--- src/vmb_pkg.sv ---
// Package for the virtio-mmio block register window: register offsets,
// identity words, access codes and the structs passed between modules.
// No dependencies.
package vmb_pkg;

  localparam int unsigned DataW   = 32;
  localparam int unsigned OffW    = 12;
  localparam int unsigned BitsW   = 7;
  localparam int unsigned ModeW   = 2;
  localparam int unsigned FaultW  = 2;
  localparam int unsigned WdataW  = 64;
  localparam int unsigned DescW   = 64;

  // Access modes.
  localparam logic [ModeW-1:0] MODE_READ  = 2'd0;
  localparam logic [ModeW-1:0] MODE_WRITE = 2'd1;
  localparam logic [ModeW-1:0] MODE_POLL  = 2'd2;

  // Fault codes.
  localparam logic [FaultW-1:0] FAULT_NONE  = 2'd0;
  localparam logic [FaultW-1:0] FAULT_LOAD  = 2'd1;
  localparam logic [FaultW-1:0] FAULT_STORE = 2'd2;

  // Only full-word accesses are allowed.
  localparam logic [BitsW-1:0] ACCESS_BITS_OK = 7'd32;

  // Register offsets in the device window.
  localparam logic [OffW-1:0] OFF_MAGIC       = 12'h000;
  localparam logic [OffW-1:0] OFF_VERSION     = 12'h004;
  localparam logic [OffW-1:0] OFF_DEVICE_ID   = 12'h008;
  localparam logic [OffW-1:0] OFF_VENDOR_ID   = 12'h00c;
  localparam logic [OffW-1:0] OFF_DEV_FEAT    = 12'h010;
  localparam logic [OffW-1:0] OFF_DRV_FEAT    = 12'h020;
  localparam logic [OffW-1:0] OFF_PAGE_SIZE   = 12'h028;
  localparam logic [OffW-1:0] OFF_RING_SELECT = 12'h030;
  localparam logic [OffW-1:0] OFF_QUEUE_MAX   = 12'h034;
  localparam logic [OffW-1:0] OFF_RING_SIZE   = 12'h038;
  localparam logic [OffW-1:0] OFF_RING_PAGE   = 12'h040;
  localparam logic [OffW-1:0] OFF_QUEUE_NOTIFY = 12'h050;
  localparam logic [OffW-1:0] OFF_STATUS      = 12'h070;

  // Fixed register contents.
  localparam logic [DataW-1:0] MAGIC_VALUE    = 32'h7472_6976;
  localparam logic [DataW-1:0] VERSION_VALUE  = 32'h0000_0001;
  localparam logic [DataW-1:0] DEVICE_ID_VAL  = 32'h0000_0002;
  localparam logic [DataW-1:0] VENDOR_ID_VAL  = 32'h554d_4551;
  localparam logic [DataW-1:0] QUEUE_MAX_VAL  = 32'd8;
  localparam logic [DataW-1:0] NOTHING_PENDING = 32'd9999;

  // One registered transaction as seen by the register file.
  typedef struct packed {
    logic              valid;
    logic [ModeW-1:0]  mode;
    logic [OffW-1:0]   offset;
    logic [BitsW-1:0]  access_bits;
    logic [DataW-1:0]  wdata;
  } vmb_item_t;

  // Decoded result plus the post-update operands of the base product.
  typedef struct packed {
    logic              valid;
    logic [DataW-1:0]  read_data;
    logic [FaultW-1:0] fault;
    logic              irq;
    logic [DataW-1:0]  page_number;
    logic [DataW-1:0]  page_bytes;
  } vmb_res_t;

endpackage

--- src/vmb_regs.sv ---
// Register file and access decode of the virtio-mmio block window.
// Depends on vmb_pkg.
module vmb_regs
  import vmb_pkg::*;
(
  input  logic      clk,
  input  logic      rst_n,
  input  vmb_item_t item,
  output vmb_res_t  res
);

  logic [DataW-1:0] drv_feat_r,  drv_feat_nxt;
  logic [DataW-1:0] page_size_r, page_size_nxt;
  logic [DataW-1:0] ring_idx_r,  ring_idx_nxt;
  logic [DataW-1:0] ring_len_r,  ring_len_nxt;
  logic [DataW-1:0] ring_page_r, ring_page_nxt;
  logic [DataW-1:0] notify_r,    notify_nxt;
  logic [DataW-1:0] status_r,    status_nxt;

  logic             size_ok;
  logic             do_write;
  logic [DataW-1:0] rd_val;

  assign size_ok  = (item.access_bits == ACCESS_BITS_OK);
  assign do_write = item.valid && (item.mode == MODE_WRITE) && size_ok;

  always_comb begin
    case (item.offset)
      OFF_MAGIC:     rd_val = MAGIC_VALUE;
      OFF_VERSION:   rd_val = VERSION_VALUE;
      OFF_DEVICE_ID: rd_val = DEVICE_ID_VAL;
      OFF_VENDOR_ID: rd_val = VENDOR_ID_VAL;
      OFF_DRV_FEAT:  rd_val = drv_feat_r;
      OFF_QUEUE_MAX: rd_val = QUEUE_MAX_VAL;
      OFF_RING_PAGE: rd_val = ring_page_r;
      OFF_STATUS:    rd_val = status_r;
      default:       rd_val = '0;
    endcase
  end

  always_comb begin
    drv_feat_nxt  = drv_feat_r;
    page_size_nxt = page_size_r;
    ring_idx_nxt  = ring_idx_r;
    ring_len_nxt  = ring_len_r;
    ring_page_nxt = ring_page_r;
    notify_nxt    = notify_r;
    status_nxt    = status_r;

    res.valid       = item.valid;
    res.read_data   = '0;
    res.fault       = FAULT_NONE;
    res.irq         = 1'b0;

    if (do_write) begin
      case (item.offset)
        OFF_DRV_FEAT:     drv_feat_nxt  = item.wdata;
        OFF_PAGE_SIZE:    page_size_nxt = item.wdata;
        OFF_RING_SELECT:  ring_idx_nxt  = item.wdata;
        OFF_RING_SIZE:    ring_len_nxt  = item.wdata;
        OFF_RING_PAGE:    ring_page_nxt = item.wdata;
        OFF_QUEUE_NOTIFY: notify_nxt    = item.wdata;
        OFF_STATUS:       status_nxt    = item.wdata;
        default:          ;
      endcase
    end

    if (item.valid) begin
      case (item.mode)
        MODE_READ: begin
          if (size_ok) begin
            res.read_data = rd_val;
          end else begin
            res.fault = FAULT_LOAD;
          end
        end
        MODE_WRITE: begin
          if (!size_ok) begin
            res.fault = FAULT_STORE;
          end
        end
        MODE_POLL: begin
          // A poll consumes a pending notify.
          if (notify_r != NOTHING_PENDING) begin
            notify_nxt = NOTHING_PENDING;
            res.irq    = 1'b1;
          end
        end
        default: ;
      endcase
    end

    // The descriptor base is taken from the state after this transaction.
    res.page_number = ring_page_nxt;
    res.page_bytes  = page_size_nxt;
  end

  always_ff @(posedge clk) begin
    if (!rst_n) begin
      drv_feat_r  <= '0;
      page_size_r <= '0;
      ring_idx_r  <= '0;
      ring_len_r  <= '0;
      ring_page_r <= '0;
      notify_r    <= NOTHING_PENDING;
      status_r    <= '0;
    end else begin
      drv_feat_r  <= drv_feat_nxt;
      page_size_r <= page_size_nxt;
      ring_idx_r  <= ring_idx_nxt;
      ring_len_r  <= ring_len_nxt;
      ring_page_r <= ring_page_nxt;
      notify_r    <= notify_nxt;
      status_r    <= status_nxt;
    end
  end

endmodule

--- src/vmb_result.sv ---
// Result stage: descriptor base multiply and the output register.
// Depends on vmb_pkg.
module vmb_result
  import vmb_pkg::*;
(
  input  logic              clk,
  input  logic              rst_n,
  input  vmb_res_t          res,
  output logic              out_valid,
  output logic [DataW-1:0]  out_read_data,
  output logic [FaultW-1:0] out_fault,
  output logic              out_irq,
  output logic [DescW-1:0]  out_desc_base
);

  logic              valid_r;
  logic [DataW-1:0]  read_data_r;
  logic [FaultW-1:0] fault_r;
  logic              irq_r;
  logic [DescW-1:0]  desc_base_r, desc_base_nxt;

  assign desc_base_nxt = DescW'(res.page_number) * DescW'(res.page_bytes);

  always_ff @(posedge clk) begin
    if (!rst_n) begin
      valid_r <= 1'b0;
    end else begin
      valid_r <= res.valid;
    end
  end

  always_ff @(posedge clk) begin
    read_data_r <= res.read_data;
    fault_r     <= res.fault;
    irq_r       <= res.irq;
    desc_base_r <= desc_base_nxt;
  end

  assign out_valid     = valid_r;
  assign out_read_data = read_data_r;
  assign out_fault     = fault_r;
  assign out_irq       = irq_r;
  assign out_desc_base = desc_base_r;

endmodule

--- src/virtio_mmio_block_registers_unit.sv ---
// Top level of the legacy virtio-mmio block device register window.
// Depends on vmb_pkg, vmb_regs and vmb_result.
//
//  channel   handshake             payload
//  input     start (busy is low)   in_mode, in_offset, in_access_bits, in_write_data
//  result    out_valid strobe      out_read_data, out_fault, out_irq, out_desc_base
//
// A transaction is registered on acceptance, decoded against the register
// file from that register and its result is registered again for the outputs;
// one transaction can be taken every cycle.
// busy is always low. The result stage cannot be stalled by the receiver.
// Reset returns the register file to zero and the notify to its idle value.
module virtio_mmio_block_registers_unit
  import vmb_pkg::*;
(
  input  logic              clk,
  input  logic              rst_n,
  input  logic              start,
  output logic              busy,
  input  logic [ModeW-1:0]  in_mode,
  input  logic [OffW-1:0]   in_offset,
  input  logic [BitsW-1:0]  in_access_bits,
  input  logic [WdataW-1:0] in_write_data,
  output logic              out_valid,
  output logic [DataW-1:0]  out_read_data,
  output logic [FaultW-1:0] out_fault,
  output logic              out_irq,
  output logic [DescW-1:0]  out_desc_base
);

  vmb_item_t item_r;
  vmb_res_t  res;
  logic      accept;

  assign busy   = 1'b0;
  assign accept = start && !busy;

  // Only the low word of the write data is ever stored.
  always_ff @(posedge clk) begin
    if (!rst_n) begin
      item_r.valid <= 1'b0;
    end else begin
      item_r.valid <= accept;
    end
    item_r.mode        <= in_mode;
    item_r.offset      <= in_offset;
    item_r.access_bits <= in_access_bits;
    item_r.wdata       <= in_write_data[DataW-1:0];
  end

  vmb_regs u_regs (
    .clk   (clk),
    .rst_n (rst_n),
    .item  (item_r),
    .res   (res)
  );

  vmb_result u_result (
    .clk           (clk),
    .rst_n         (rst_n),
    .res           (res),
    .out_valid     (out_valid),
    .out_read_data (out_read_data),
    .out_fault     (out_fault),
    .out_irq       (out_irq),
    .out_desc_base (out_desc_base)
  );

endmodule

--- config.mk ---
export PLATFORM = sky130hd
export DESIGN_NAME = virtio_mmio_block_registers_unit
export DESIGN_NICKNAME = d
export VERILOG_FILES = /design/src/vmb_pkg.sv /design/src/vmb_regs.sv /design/src/vmb_result.sv /design/src/virtio_mmio_block_registers_unit.sv
export SDC_FILE = /design/constraint.sdc
export NUM_CORES = 2
export LEC_CHECK = 0
export BUFFER_PORTS_ARGS = -buffer_cell sky130_fd_sc_hd__buf_2
export CORE_ASPECT_RATIO = 1.4
export CORE_MARGIN = 2
export CORE_UTILIZATION = 55
export DETAILED_ROUTE_END_ITERATION = 16
export HOLD_SLACK_MARGIN = 0.08
export PLACE_DENSITY = 0.85
export REMOVE_ABC_BUFFERS = 1
export SYNTH_ARGS = -nofsm -noshare
export SYNTH_HDL_FRONTEND = slang
export SYNTH_SLANG_ARGS = --single-unit
--- constraint.sdc ---
create_clock -name clk -period 9.69 [get_ports clk]
set_clock_uncertainty 0.1 [all_clocks]
set_input_delay 1.4535 -clock clk [delete_from_list [all_inputs] [get_ports clk]]
set_output_delay 1.4535 -clock clk [all_outputs]
set_load 0.05 [all_outputs]
==> qor.txt <==
layout cells sized above 1 = 0.1345
Largest delay share family, worst path = adder cells
Placement Rows = 120
Overflow after GRT = 0
Max Root-Sink Buffers = 3
routing usage on met1 = 0.3888
crit-path max FO = 16
synth top area cells = fa_1, dfxtp_1, inv_1
Starting DRT DRC Count = 3484
Critical R2R Capture = u_result.out_desc_base[61]
WP buf/inv = 9
I/O pin count = 189
Final period util = 0.9846
post-DP HPWL = 105700 um
Total GRT Usage = 0.3449
flops & latches, synth = 314
Layout area overhead = 13.57%
fmax = 104.8 MHz
met2 usage = 0.5722
P_leak = 22.92 nW
CP required = 10120 ps
met3 Usage GRT = 0.06872
clock latency on the worst-skew pair = 660 ps
vias per inst = 5.923
DP Worst Slack = -342.6 ps
Max VDD drop = 0.1541 mV
filler instances = 5820
post-DR wirelength/cell = 23.65 um
DIE AREA = 0.07956 mm2
CP most frequent cell = fa_1
Final ANT Viol Nets = 0
# clock sinks = 314
FF-to-FF path depth = 32
Synth top cells by count = fa_1, inv_1, nor2_1
Syn. warnings = 0
max-capacitance violation count = 0
count leader, synth = fa_1
CTS buffer count = 30
Worst Path Arrival = 9970 ps
largest net degree at the start of global routing = 74
post-synth top area cell = fa_1
Hold WC Path Type = register to register
Synth top area share = 0.4220
CTS Hold Buffers Added = 0
Final Slew Violations = 0
R2R Path Start = item_r[34]
Netlist Area Pre-Place = 0.04251 mm2
Setup WS post-layout = 149.6 ps
first-pass iteration count of the detailed router = 10
Worst setup endpoint = u_result.out_desc_base[61]
CTS H-tree lvls = 1
CP max stage cell = fa_1
setup TNS = 0 ps
Stages on worst setup path = 32
Reg clk slew, reported paths = 70 ps
Routed WL = 139400 um
Primary FF master, synth = dfxtp_1
pwr dens = 56.01 mW/mm2
fin nets = 6140
Vias = 34914
# DRC = 0
dpl cell area = 0.04583 mm2
CTS Root Cell = clkbuf_16
crit path from = item_r[34]
register-to-register setup slack = 150 ps
Post-synth EDFFs = 0
critical path type = register to register
vias in the first global route = 37228
Final Wtd Congestion = 1.019
Setup crit end kind = register
DIE WIDTH = 239.0 um
Die H = 332.9 um
gr busiest metal = met2
Worst Tran Pin Value = 1310 ps
initial core utilization = 0.5551
Core Area = 0.07657 mm2
final setup fails = 0
Syn Inst Count = 4659
Worst slew margin = 0.1267
register area share after synthesis = 0.1479
Async S/R FF share, synth = 0
status = finished clean
fin crit period = 9540 ps
mean post-synth cell area = 9.124 um2
I/O Buffers = 155
crit path launch type = register
Finished Cell Area = 0.04828 mm2
RSZ-0062 raised after global routing = true
Yosys cell types = 68
antenna violations before repair = 1
CTS tree = built
first-pass GRT wire length = 206700 um
CP peak stage delay = 570 ps
Fin. Hold Viols = 0
flip-flops by register name, indices dropped and copies added (netlist names):
register,count
item_r,54
u_regs.status_r,32
u_regs.ring_page_r,32
u_regs.page_size_r,32
u_result.out_valid,1
u_regs.notify_r,32
u_result.out_desc_base,64
u_result.out_fault,2
u_regs.drv_feat_r,32
u_result.out_irq,1
u_result.out_read_data,32
repair_timing:
| item | 4_1_cts | 5_1_grt |
|---|---|---|
| endpoints found under the setup margin | 15 | 23 |
| gates resized for setup | 21 | 89 |
| buffers inserted | 5 | 37 |
| cloned | 2 | 13 |
| pin swaps | 4 | 18 |
| endpoints found under the hold margin | 0 | 0 |
worst reg2reg max path: cells and delay by family (launching register included):
kind / cells / cell delay [ps]
adders and majority gates: 9 / 4320
muxes: 1 / 300
buffers and inverters: 9 / 1290
AOI/OAI and AO/OA: 7 / 1610
DFF: 1 / 300
xor gates and xnor gates: 1 / 130
and+or+nand+nor: 5 / 1380
layer usage:
metal | wire length, um | part of all wire
met1 | 43990 | 0.32
met2 | 66190 | 0.47
met3 | 15180 | 0.11
met4 | 14000 | 0.10
met5 | 80 | 0.00057
worst min-delay path by stage:
stage,startpoint,endpoint,slack (ps),depth (start not counted)
floorplan,u_regs.notify_r[14],u_regs.notify_r[14],330,2
global placement,u_regs.notify_r[22],u_regs.notify_r[22],340,2
detailed placement,u_regs.notify_r[19],u_regs.notify_r[19],350,2
CTS,u_regs.notify_r[15],u_regs.notify_r[15],360,2
global route,u_regs.notify_r[22],u_regs.notify_r[22],370,2
finish,u_regs.notify_r[30],u_regs.notify_r[30],360,2
area by class of cell:
class / count / area, um2 / share of cell area
inverter: 889 / 3337 / 0.06912
clock buffer: 36 / 813.3 / 0.01685
multi-input combinational: 3215 / 32380 / 0.6706
clock inverter: 19 / 299.0 / 0.006194
timing repair buffer: 443 / 3936 / 0.08154
sequential: 314 / 6286 / 0.1302
tap: 976 / 1221 / 0.02530
antenna: 3 / 7.507 / 0.0001555
placed cells by master, fill, tap and decap left out, types with 8 or more instances in the layout:
| master | synthesis | final |
|---|---|---|
| fa_1 | 896 | 893 |
| inv_1 | 889 | 888 |
| nor2_1 | 660 | 658 |
| nand2_1 | 658 | 656 |
| dfxtp_1 | 314 | 314 |
| ha_1 | 263 | 254 |
| buf_4 | 21 | 213 |
| buf_2 | 96 | 154 |
| a21oi_1 | 108 | 99 |
| and2_1 | 73 | 73 |
| a21boi_0 | 65 | 65 |
| buf_12 | 0 | 56 |
| mux2_2 | 53 | 50 |
| clkbuf_16 | 0 | 43 |
| xnor2_1 | 43 | 42 |
| a21o_1 | 41 | 41 |
| o21ai_0 | 41 | 30 |
| nand4_1 | 29 | 29 |
| mux2i_1 | 60 | 28 |
| a222oi_1 | 23 | 23 |
| mux2i_2 | 3 | 21 |
| xor2_1 | 20 | 20 |
| nand3_1 | 19 | 17 |
| a31oi_1 | 17 | 17 |
| o21bai_1 | 16 | 15 |
| mux2i_4 | 0 | 14 |
| mux2_4 | 10 | 13 |
| nor3_1 | 13 | 8 |
| o21a_1 | 8 | 8 |
| a22oi_1 | 8 | 8 |
kinds of logic (layout without fill, tap and decap cells):
family | Yosys count | in the layout | share of synthesized area
and+or+nand+nor | 1499 | 1499 | 0.1439
other | 1 | 4 | 0.00008822
DFF | 314 | 314 | 0.1479
buffers and inverters | 1130 | 1387 | 0.1053
xor gates and xnor gates | 63 | 63 | 0.01298
muxes | 126 | 126 | 0.03267
adders and majority gates | 1159 | 1159 | 0.4994
AOI/OAI and AO/OA | 367 | 367 | 0.05775
stage by stage:
stage | power, W | hold slack, ps | util | instances
final | 0.002704 | 357.1 | 0.6305 | 5895
after global routing | 0.002768 | 368.9 | 0.6304 | 5892
after CTS | 0.002715 | 357.3 | 0.6156 | 5842
after floorplan | 0.001355 | 326.3 | - | 4418
after detailed placement | 0.001391 | 346.3 | 0.5985 | 5780
after global placement | 0.001390 | 337.3 | 0.5985 | 5780
power by group:
part	switching [W]	internal, W
sequential	0.0000309	0.00130
clock	0.000574	0.000764
combinational	0.0000163	0.0000159
Note: power is estimated with default switching activity, not from simulation.
